### src/rtl/vtat_pkg.sv
package vtat_pkg;

  localparam int MAX_DEG     = 64;
  localparam int ARC_W       = 6;
  localparam int DEG_W       = 7;
  localparam int DIST_W      = 7;
  localparam int STACK_DEPTH = MAX_DEG / 2;
  localparam int SP_W        = $clog2(STACK_DEPTH + 1);

  // func codes
  localparam logic [2:0] FN_INIT  = 3'd0;
  localparam logic [2:0] FN_LEAVE = 3'd1;
  localparam logic [2:0] FN_ENTER = 3'd2;
  localparam logic [2:0] FN_MARRY = 3'd3;
  localparam logic [2:0] FN_MATCH = 3'd4;
  localparam logic [2:0] FN_START = 3'd5;

  typedef struct packed {
    logic [2:0]       func;
    logic [ARC_W-1:0] arc_a;
    logic [ARC_W-1:0] arc_b;
  } in_word_t;

  typedef struct packed {
    logic [ARC_W-1:0] result_arc;
    logic             result_none;
    logic             is_black;
    logic             is_grey;
    logic             is_even;
    logic             has_start;
    logic [ARC_W-1:0] last_closed;
    logic             last_closed_none;
  } out_word_t;

endpackage

### src/rtl/vtat_ram.sv
module vtat_ram #(
  parameter int WIDTH = 8,
  parameter int DEPTH = 64
) (
  input  logic                     clk,
  input  logic                     we,
  input  logic [$clog2(DEPTH)-1:0] waddr,
  input  logic [WIDTH-1:0]         wdata,
  input  logic [$clog2(DEPTH)-1:0] raddr,
  output logic [WIDTH-1:0]         rdata
);

  logic [WIDTH-1:0] mem [DEPTH];

  // one write port, registered read
  always_ff @(posedge clk) begin
    if (we) begin
      mem[waddr] <= wdata;
    end
    rdata <= mem[raddr];
  end

endmodule

### src/rtl/vertex_trail_arc_tracker_core.sv
// Init, marry with a bad arc and unused codes go straight to the result strobe;
// leave unlinks one list entry, enter up to two, through the bit-serial modulo unit.
// Match query runs a bracket scan, one entry a cycle; the starting-arc query
// repeats that lookup per arc. One word in flight; busy is high meanwhile.
// The result strobe lasts one cycle and cannot be stalled.
// Reset (rst_n low, synchronous) equals init with degree 0.
module vertex_trail_arc_tracker_core
  import vtat_pkg::*;
(
  input  logic             clk,
  input  logic             rst_n,
  input  logic             start,
  output logic             busy,
  input  in_word_t         in_word,
  output logic             out_valid,
  output out_word_t        out_word,
  input  logic             cfg_we,
  input  logic [DEG_W-1:0] cfg_wdata
);

  typedef enum logic [4:0] {
    ST_IDLE, ST_MOD, ST_LV_C, ST_UL_RD, ST_UL_LAT, ST_UL_P, ST_UL_PW, ST_UL_N,
    ST_UL_NW, ST_UL_END, ST_CUR_LAT, ST_CUR_FIX, ST_PO_START, ST_PO_FIND0,
    ST_PO_FIND, ST_PO_SCAN, ST_PO_RET, ST_FIN
  } state_t;

  localparam int AW = $clog2(MAX_DEG);

  state_t state_r, ret_r;
  logic [DEG_W-1:0] degree_r;
  logic [2:0] func_r;
  logic [ARC_W-1:0] a_r, b_r, pos_r, p_r, n_r, j_r, po_idx_r, po_res_r, am_r;
  logic [ARC_W-1:0] res_r, closed_r, cursor_r;
  logic none_r, closed_v_r, ph_r, ok_r;
  logic black_r, grey_r, even_r, hstart_r;
  logic [DIST_W-1:0] pl_r, nl_r;
  logic [7:0] mod_x_r;
  logic [2:0] mod_i_r;
  logic [DEG_W-1:0] k_r, i_r;
  logic [MAX_DEG-1:0] matched_r, entered_r, prev_vld_r, next_vld_r;
  logic pv_q_r, nv_q_r;
  logic [ARC_W-1:0] stack_r [STACK_DEPTH];
  logic [SP_W-1:0] sp_r;
  logic [ARC_W-1:0] pair_a_r [2];
  logic [ARC_W-1:0] pair_b_r [2];
  logic [1:0] pair_v_r;
  logic out_valid_r;
  out_word_t out_word_r;

  logic [DEG_W-1:0] d;
  logic [DIST_W-1:0] prev_rdata, next_rdata, prev_eff, next_eff;
  logic [AW-1:0] prev_raddr, next_raddr;
  logic prev_we, next_we;
  logic [DIST_W-1:0] prev_wdata, next_wdata;
  logic [ARC_W-1:0] p_calc, n_calc, cur_calc, j_inc, pop_val;
  logic [14:0] mod_sh;
  logic [MAX_DEG-1:0] flip_mask;

  // p + d - m, reduced once; m < d
  function automatic logic [ARC_W-1:0] back_wrap(input logic [ARC_W-1:0] pos,
      input logic [DIST_W-1:0] m, input logic [DEG_W-1:0] dd);
    logic [7:0] t;
    t = 8'(pos) + 8'(dd) - 8'(m);
    if (t >= 8'(dd)) t = t - 8'(dd);
    return t[ARC_W-1:0];
  endfunction

  function automatic logic [ARC_W-1:0] fwd_wrap(input logic [ARC_W-1:0] pos,
      input logic [DIST_W-1:0] m, input logic [DEG_W-1:0] dd);
    logic [7:0] t;
    t = 8'(pos) + 8'(m);
    if (t >= 8'(dd)) t = t - 8'(dd);
    return t[ARC_W-1:0];
  endfunction

  function automatic logic [MAX_DEG-1:0] oh_lt(input logic [ARC_W-1:0] x,
      input logic [DEG_W-1:0] dd);
    logic [MAX_DEG-1:0] v;
    v = '0;
    if (7'(x) < dd) v[x] = 1'b1;
    return v;
  endfunction

  assign d = (degree_r > DEG_W'(MAX_DEG)) ? DEG_W'(MAX_DEG) : degree_r;
  assign prev_eff = pv_q_r ? prev_rdata : DIST_W'(1);
  assign next_eff = nv_q_r ? next_rdata : DIST_W'(1);
  assign p_calc   = back_wrap(pos_r, mod_x_r[DIST_W-1:0], d);
  assign n_calc   = fwd_wrap(pos_r, mod_x_r[DIST_W-1:0], d);
  assign cur_calc = back_wrap(n_r, mod_x_r[DIST_W-1:0], d);
  assign j_inc    = (7'(j_r) + 7'd1 == d) ? '0 : j_r + 1'b1;
  assign pop_val  = stack_r[5'(sp_r - 1'b1)];
  assign mod_sh   = 15'(d) << mod_i_r;
  assign flip_mask = oh_lt(am_r, d) ^ oh_lt(a_r, d) ^ oh_lt(po_res_r, d) ^ oh_lt(b_r, d);

  // distance memory port control
  always_comb begin
    prev_raddr = pos_r;
    next_raddr = pos_r;
    unique case (state_r)
      ST_UL_P:   next_raddr = p_calc;
      ST_UL_N:   prev_raddr = n_calc;
      ST_UL_END: prev_raddr = n_r;
      default: ;
    endcase
    prev_we    = (state_r == ST_UL_NW);
    next_we    = (state_r == ST_UL_PW);
    prev_wdata = prev_eff + pl_r;
    next_wdata = next_eff + nl_r;
  end

  vtat_ram #(.WIDTH(DIST_W), .DEPTH(MAX_DEG)) u_prev_ram (
    .clk(clk), .we(prev_we), .waddr(n_r), .wdata(prev_wdata),
    .raddr(prev_raddr), .rdata(prev_rdata)
  );

  vtat_ram #(.WIDTH(DIST_W), .DEPTH(MAX_DEG)) u_next_ram (
    .clk(clk), .we(next_we), .waddr(p_r), .wdata(next_wdata),
    .raddr(next_raddr), .rdata(next_rdata)
  );

  assign busy      = (state_r != ST_IDLE);
  assign out_valid = out_valid_r;
  assign out_word  = out_word_r;

  // sequencer
  always_ff @(posedge clk) begin
    if (!rst_n) begin
      state_r     <= ST_IDLE;
      ret_r       <= ST_IDLE;
      degree_r    <= '0;
      matched_r   <= '0;
      entered_r   <= '0;
      prev_vld_r  <= '0;
      next_vld_r  <= '0;
      pair_v_r    <= '0;
      closed_v_r  <= 1'b0;
      closed_r    <= '0;
      cursor_r    <= '0;
      grey_r      <= 1'b0;
      hstart_r    <= 1'b0;
      even_r      <= 1'b1;
      black_r     <= 1'b1;
      out_valid_r <= 1'b0;
      sp_r        <= '0;
    end else begin
      if (cfg_we) degree_r <= cfg_wdata;
      pv_q_r      <= prev_vld_r[prev_raddr];
      nv_q_r      <= next_vld_r[next_raddr];
      if (prev_we) prev_vld_r[n_r] <= 1'b1;
      if (next_we) next_vld_r[p_r] <= 1'b1;
      out_valid_r <= 1'b0;

      unique case (state_r)
        ST_IDLE: begin
          if (start) begin
            func_r <= in_word.func;
            a_r    <= in_word.arc_a;
            b_r    <= in_word.arc_b;
            res_r  <= '0;
            none_r <= 1'b1;
            ph_r   <= 1'b0;
            state_r <= ST_FIN;
            case (in_word.func)
              FN_INIT: begin
                matched_r  <= '0;
                entered_r  <= '0;
                prev_vld_r <= '0;
                next_vld_r <= '0;
                pair_v_r   <= '0;
                closed_v_r <= 1'b0;
                closed_r   <= '0;
                cursor_r   <= '0;
                grey_r     <= 1'b0;
                hstart_r   <= 1'b0;
                even_r     <= ~d[0];
                black_r    <= (d == '0);
              end
              FN_LEAVE: begin
                if (!black_r && d != '0) begin
                  grey_r   <= 1'b1;
                  hstart_r <= 1'b1;
                  mod_x_r  <= 8'(cursor_r);
                  mod_i_r  <= 3'd7;
                  ret_r    <= ST_LV_C;
                  state_r  <= ST_MOD;
                end
              end
              FN_ENTER: begin
                if (!black_r && d != '0 && 7'(in_word.arc_a) < d) begin
                  grey_r <= 1'b1;
                  entered_r[in_word.arc_a] <= 1'b1;
                  pos_r   <= in_word.arc_a;
                  state_r <= ST_UL_RD;
                end
              end
              FN_MARRY: begin
                if (7'(in_word.arc_a) < d && 7'(in_word.arc_b) < d) begin
                  po_idx_r <= in_word.arc_a;
                  state_r  <= ST_PO_START;
                end
              end
              FN_MATCH: begin
                po_idx_r <= in_word.arc_a;
                state_r  <= ST_PO_START;
              end
              FN_START: begin
                if (hstart_r && d != '0) begin
                  i_r      <= '0;
                  po_idx_r <= '0;
                  state_r  <= ST_PO_START;
                end
              end
              default: ;
            endcase
          end
        end

        // restoring remainder, one bit a cycle
        ST_MOD: begin
          if (15'(mod_x_r) >= mod_sh) mod_x_r <= mod_x_r - mod_sh[7:0];
          if (mod_i_r == '0) state_r <= ret_r;
          mod_i_r <= mod_i_r - 1'b1;
        end

        ST_LV_C: begin
          res_r   <= mod_x_r[ARC_W-1:0];
          none_r  <= 1'b0;
          pos_r   <= mod_x_r[ARC_W-1:0];
          state_r <= ST_UL_RD;
        end

        // unlink pos_r from the circular list
        ST_UL_RD: state_r <= ST_UL_LAT;
        ST_UL_LAT: begin
          pl_r    <= prev_eff;
          nl_r    <= next_eff;
          mod_x_r <= 8'(prev_eff);
          mod_i_r <= 3'd7;
          ret_r   <= ST_UL_P;
          state_r <= ST_MOD;
        end
        ST_UL_P: begin
          if (p_calc == pos_r) begin
            ok_r    <= 1'b0;
            state_r <= ST_UL_END;
          end else begin
            p_r     <= p_calc;
            state_r <= ST_UL_PW;
          end
        end
        ST_UL_PW: begin
          mod_x_r <= 8'(nl_r);
          mod_i_r <= 3'd7;
          ret_r   <= ST_UL_N;
          state_r <= ST_MOD;
        end
        ST_UL_N: begin
          n_r     <= n_calc;
          state_r <= ST_UL_NW;
        end
        ST_UL_NW: begin
          ok_r    <= 1'b1;
          state_r <= ST_UL_END;
        end
        ST_UL_END: begin
          state_r <= ST_FIN;
          if (!ok_r) begin
            black_r  <= 1'b1;
            cursor_r <= '0;
          end else if (func_r == FN_LEAVE) begin
            cursor_r <= n_r;
            even_r   <= ~even_r;
          end else if (!ph_r) begin
            matched_r[a_r] <= 1'b1;
            matched_r[n_r] <= 1'b1;
            closed_r   <= n_r;
            closed_v_r <= 1'b1;
            res_r      <= n_r;
            none_r     <= 1'b0;
            pos_r      <= n_r;
            ph_r       <= 1'b1;
            state_r    <= ST_UL_RD;
          end else begin
            state_r <= ST_CUR_LAT;
          end
        end
        ST_CUR_LAT: begin
          mod_x_r <= 8'(prev_eff);
          mod_i_r <= 3'd7;
          ret_r   <= ST_CUR_FIX;
          state_r <= ST_MOD;
        end
        ST_CUR_FIX: begin
          cursor_r <= cur_calc;
          state_r  <= ST_FIN;
        end

        // partner lookup for po_idx_r
        ST_PO_START: begin
          state_r <= ST_PO_RET;
          if (pair_v_r[0] && pair_a_r[0] == po_idx_r) po_res_r <= pair_b_r[0];
          else if (pair_v_r[0] && pair_b_r[0] == po_idx_r) po_res_r <= pair_a_r[0];
          else if (pair_v_r[1] && pair_a_r[1] == po_idx_r) po_res_r <= pair_b_r[1];
          else if (pair_v_r[1] && pair_b_r[1] == po_idx_r) po_res_r <= pair_a_r[1];
          else if (7'(po_idx_r) >= d || !matched_r[po_idx_r]) po_res_r <= po_idx_r;
          else if (closed_v_r) begin
            mod_x_r <= 8'(closed_r) + 8'd1;
            mod_i_r <= 3'd7;
            ret_r   <= ST_PO_FIND0;
            state_r <= ST_MOD;
          end else begin
            j_r     <= '0;
            k_r     <= '0;
            state_r <= ST_PO_FIND;
          end
        end
        ST_PO_FIND0: begin
          j_r     <= mod_x_r[ARC_W-1:0];
          k_r     <= '0;
          state_r <= ST_PO_FIND;
        end
        ST_PO_FIND: begin
          if (k_r < d && !matched_r[j_r]) begin
            j_r <= j_inc;
            k_r <= k_r + 1'b1;
          end else begin
            k_r     <= '0;
            sp_r    <= '0;
            state_r <= ST_PO_SCAN;
          end
        end
        ST_PO_SCAN: begin
          if (k_r < d) begin
            j_r <= j_inc;
            k_r <= k_r + 1'b1;
            if (matched_r[j_r]) begin
              if (entered_r[j_r]) begin
                if (sp_r < SP_W'(STACK_DEPTH)) begin
                  stack_r[sp_r[SP_W-2:0]] <= j_r;
                  sp_r <= sp_r + 1'b1;
                end
              end else if (sp_r != '0) begin
                sp_r <= sp_r - 1'b1;
                if (po_idx_r == pop_val) begin
                  po_res_r <= j_r;
                  state_r  <= ST_PO_RET;
                end else if (po_idx_r == j_r) begin
                  po_res_r <= pop_val;
                  state_r  <= ST_PO_RET;
                end
              end
            end
          end else begin
            po_res_r <= po_idx_r;
            state_r  <= ST_PO_RET;
          end
        end
        ST_PO_RET: begin
          state_r <= ST_FIN;
          case (func_r)
            FN_MATCH: begin
              res_r  <= po_res_r;
              none_r <= 1'b0;
            end
            FN_MARRY: begin
              if (!ph_r) begin
                am_r     <= po_res_r;
                po_idx_r <= b_r;
                ph_r     <= 1'b1;
                state_r  <= ST_PO_START;
              end else begin
                matched_r <= matched_r ^ flip_mask;
                if (pair_v_r[0]) begin
                  pair_a_r[1] <= a_r;
                  pair_b_r[1] <= b_r;
                  pair_v_r[1] <= 1'b1;
                end else begin
                  pair_a_r[0] <= a_r;
                  pair_b_r[0] <= b_r;
                  pair_v_r[0] <= 1'b1;
                end
              end
            end
            default: begin
              if (po_res_r == i_r[ARC_W-1:0] && !entered_r[i_r[ARC_W-1:0]]) begin
                res_r  <= i_r[ARC_W-1:0];
                none_r <= 1'b0;
              end else if (i_r + 1'b1 < d) begin
                i_r      <= i_r + 1'b1;
                po_idx_r <= ARC_W'(i_r + 1'b1);
                state_r  <= ST_PO_START;
              end
            end
          endcase
        end

        ST_FIN: begin
          out_valid_r <= 1'b1;
          out_word_r.result_arc       <= none_r ? '0 : res_r;
          out_word_r.result_none      <= none_r;
          out_word_r.is_black         <= black_r;
          out_word_r.is_grey          <= grey_r;
          out_word_r.is_even          <= even_r;
          out_word_r.has_start        <= hstart_r;
          out_word_r.last_closed      <= closed_v_r ? closed_r : '0;
          out_word_r.last_closed_none <= ~closed_v_r;
          state_r <= ST_IDLE;
        end

        default: state_r <= ST_IDLE;
      endcase
    end
  end

endmodule

### config.mk
export PLATFORM = sky130hd
export DESIGN_NAME = vertex_trail_arc_tracker_core
export DESIGN_NICKNAME = d
export VERILOG_FILES = /design/src/rtl/vtat_pkg.sv /design/src/rtl/vtat_ram.sv /design/src/rtl/vertex_trail_arc_tracker_core.sv
export SDC_FILE = /design/constraint.sdc
export NUM_CORES = 2
export LEC_CHECK = 0
export ABC_AREA = 1
export CORE_ASPECT_RATIO = 2
export CORE_UTILIZATION = 32
export DETAILED_ROUTE_END_ITERATION = 10
export DONT_BUFFER_PORTS = 1
export GPL_TIMING_DRIVEN = 1
export MAX_ROUTING_LAYER = met4
export PLACE_DENSITY = 0.55
export SLEW_MARGIN = 0
export SYNTH_ARGS = -nofsm -noshare
export SYNTH_HDL_FRONTEND = slang
export SYNTH_SLANG_ARGS = --single-unit
### constraint.sdc
create_clock -name clk -period 10.2 [get_ports clk]
set_input_delay 2.04 -clock clk [delete_from_list [all_inputs] [get_ports clk]]
set_output_delay 2.04 -clock clk [all_outputs]
set_load 0.05 [all_outputs]
==> impl_metrics.yaml <==
global_routing:
  grt_pass1_vias: 63500
  grt_start_max_net_pins: 161
  grt.total_usage_pct: 24.4
  grt_pass1_wl_um: 435000
  grt_overflow: 0
  grt_antenna_before_repair: 12
clocking:
  post_cts_buffers: 0
  ctsHoldBuffers: 0
  cts.sinks: 1549
  numCtsBuffers: 153
  clk_pin_slew_ps: 70
  worst_skew_pair.late_latency_ps: 860
  clockBufferDepth: 4
  cts-htree-levels: 4
  post_cts_resized: 0
  cts_tree: "yes"
  clock-root-buffer: "clkbuf_16"
yosys:
  synth-seq-area-share_pct: 54.7
  syn_area_um2: 79300
  synth_simple_gate_area_share_pct: 24.4
  synth-xor-area-share_pct: 2.56
  synth_edf_count: 1237
  yosysMostFrequentCell: "nand2_1"
  synth_seq_cells: 1549
  synthMuxAreaShare_pct: 0.0126
  synth.area.top_cells: "edfxtp_1 47%, nand2_1 8.6%, dfxtp_1 7.9%"
  synth_top_family_by_area: "simple AND/OR/NAND/NOR gates"
  syn_avg_cell_area_um2: 8.76
  synthAdderAreaFrac_pct: 2.45
  synth_compound_area_share_pct: 8.28
  yosysUniqueCellTypes: 69
  synth_top_area_share_pct: 46.8
  async_flop_share_pct: 0
  syn-num-nets: 9226
  synth_cells: 9056
  synth_common_cells: "1818 x nand2_1, 1237 x edfxtp_1, 1162 x nand3_1"
  post-synth-top-area-cell: "edfxtp_1"
  synth_ff_type: "edfxtp_1"
  yosys_warnings: 0
floorplanning:
  fp.dieW_um: 354
  fp.dieH_um: 706
  dieArea_um2: 250000
  row_count: 258
  start_util_pct: 32.2
  core_area_um2: 247000
  ios: 46
final_layout:
  multi_input_area_um2: 30300
  syn2layout_area_growth_pct: 10.6
  drive_gt1_share_pct: 5.77
  nets: 9088
  final_area_um2: 87700
  fill_cells: 25300
  final_core_util_pct: 35.6
  ff_latch_area_um2: 43400
  layout.cells.non_filler: 12300
timing:
  hold_viol_final: 0
  fin_crit_sh_pct: 68.3
  fin_setup_tns_ps: 0
  relSlewSlack_pct: 9.18
  tightest_slew_ps: 1350
  fmax_mhz: 143
  skew_ps: 82.1
  slew_viol_final: 0
  setup_viol: 0
  fin_crit_ps: 6970
  rsz0062_at_grt: "no"
worst_setup_path:
  slowest_delay_ps: 830
  cp_max_fo: 160
  rr_startpoint: "degree_r[6]"
  slowest_stage: "nand2_8"
  r2r-end: "u_next_ram.rdata[0]"
  worstSetupPathType: "register to register"
  crit_buf_inv: 5
  cp.depth: 26
  regToRegSetupSlack_ps: 3230
  cp-end-kind: "register"
  critical_path_required_ps: 10910
  rr_worst_depth: 26
  cp-endpoint: "u_next_ram.rdata[0]"
  crit_arrival_ps: 7680
  crit_family: "simple AND/OR/NAND/NOR gates"
  startpoint_type: "register"
  crit_start: "degree_r[6]"
  crit_path_frequent_cell: "nand3_1"
routing:
  ant_nets: 0
  finalWirelength_um: 302000
  drtIter0Drc: 5061
  vias: 64600
  wl_per_cell_um: 24.6
  dr.pass1.iters: 6
  vias_per_cell: 5.25
  drc: 0
place:
  gp_congestion: 1.06
  place_inst: 12000
  placed_area_um2: 82800
  io_buffer_count: 0
  dp_hpwl_um: 209000
power:
  ir_worst_vdd_mv: 0.281
  powerDensity_nw_per_um2: 250
  p_leak_nw: 32.8
  p_clk_share_pct: 26.3
  p_comb_share_pct: 35.7
  p_sw_mw: 8.81
  intPower_mw: 13.2
  p_sw_share_pct: 40.1
  seqPwrFrac_pct: 38.0
run_status:
  status: "finished, final reports clean"
min_path:
  hold_class: "register to register"
run:
  cap_violations: 0
==> worst min path at each step <==
stage | to | slack [ps] | cells past startpoint | startpoint
floorplan | out_word[7] | 410 | 0 | hstart_r
global placement | entered_r[36] | 450 | 2 | entered_r[36]
detailed placement | cursor_r[5] | 460 | 2 | cursor_r[5]
CTS | entered_r[32] | 470 | 2 | entered_r[32]
global route | cursor_r[5] | 480 | 2 | cursor_r[5]
finish | entered_r[12] | 470 | 2 | entered_r[12]
==> worst register-to-register path: stages, from the launching register on <==
cell     delay, ps
dfxtp_1        320
inv_2          460
nand2_1        100
buf_4          270
fa_1           530
inv_1           40
ha_1           340
a21oi_1        140
nand2_1        110
xnor2_1        380
inv_1           90
ha_1           400
a21oi_2        220
nand3_1        160
a21oi_4        240
nand3_2        180
nand2_2        140
nand3_4        360
nand2_8        880
buf_4          490
nand2_1        110
nand3_1        110
nand3_1        180
nand3_1        110
nand3_1        270
nand3_1        200
nand2_1         60
==> metal layers <==
layer,up-vias,part of all wire (%),global-route usage (%)
li1,30000,-,-
met1,30900,32,22.6
met2,2552,51,42.7
met3,1135,5.5,3.82
met4,0,11,22.5
met5,-,0,-
==> final cells by class <==
| class | count | area share (%) |
|---|---|---|
| Multi-Input combinational cell | 6030 | 34.5 |
| Antenna cell | 16 | 0.0456 |
| Timing Repair Buffer | 149 | 1.37 |
| Clock inverter | 81 | 0.975 |
| Sequential cell | 1549 | 49.5 |
| Clock buffer | 189 | 4.59 |
| Tap cell | 3250 | 4.63 |
| Inverter | 1035 | 4.44 |
==> flip-flops by register name (all words and copies together) (netlist names), 8 cells and up <==
name,cells
u_next_ram.mem,448
u_prev_ram.mem,448
stack_r,192
entered_r,64
matched_r,64
next_vld_r,64
prev_vld_r,64
out_word,18
pair_a_r,12
pair_b_r,12
mod_x_r,8
==> power groups by stage <==
| stage | clock, mW | sequential (mW) | combinational (mW) |
|---|---|---|---|
| global placement | 0 | 8.47 | 7.75 |
| CTS | 5.86 | 8.34 | 7.84 |
| detailed placement | 0 | 8.47 | 7.81 |
| floorplan | 0 | 8.39 | 4.78 |
| finish | 5.77 | 8.35 | 7.86 |
| global route | 6.05 | 8.36 | 8.46 |
==> stage by stage <==
step	hold WS [ps]	total power, mW	setup WS, ps
after floorplan	408	13.2	5460
after global placement	452	16.2	3080
after detailed placement	459	16.3	3110
after CTS	469	22.0	3110
after global routing	476	22.9	2730
final	473	22.0	3230
==> cell usage in the layout (no fill, tap or decap), drive strengths merged, types with 19 or more instances in the layout <==
| master | Yosys | final |
|---|---|---|
| xnor2 | 88 | 88 |
| o21a | 24 | 24 |
| nand4 | 36 | 36 |
| clkinv | 16 | 71 |
| o21ai | 524 | 524 |
| buf | 295 | 148 |
| inv | 1019 | 1025 |
| clkbuf | 147 | 190 |
| nor2 | 1100 | 1100 |
| nor3 | 132 | 132 |
| nand3 | 1166 | 1166 |
| ha | 125 | 125 |
| a21oi | 461 | 461 |
| edfxtp | 1237 | 1237 |
| xor2 | 142 | 142 |
| nor4 | 21 | 21 |
| o211ai | 68 | 68 |
| a211oi | 32 | 32 |
| nand3b | 131 | 131 |
| fa | 19 | 19 |
| or2 | 40 | 40 |
| dfxtp | 312 | 312 |
| nand2 | 1828 | 1828 |
==> kinds of logic after synthesis <==
| kind of cell | Yosys count |
|---|---|
| AND/OR/NAND/NOR | 4463 |
| flip-flops | 1549 |
| buffers and inverters | 1477 |
| AO/OA/AOI/OAI | 1192 |
| XOR/XNOR | 230 |
| adder cells (fa/ha/maj) | 144 |
| multiplexers | 1 |
Power figures use the tool's default switching activity.
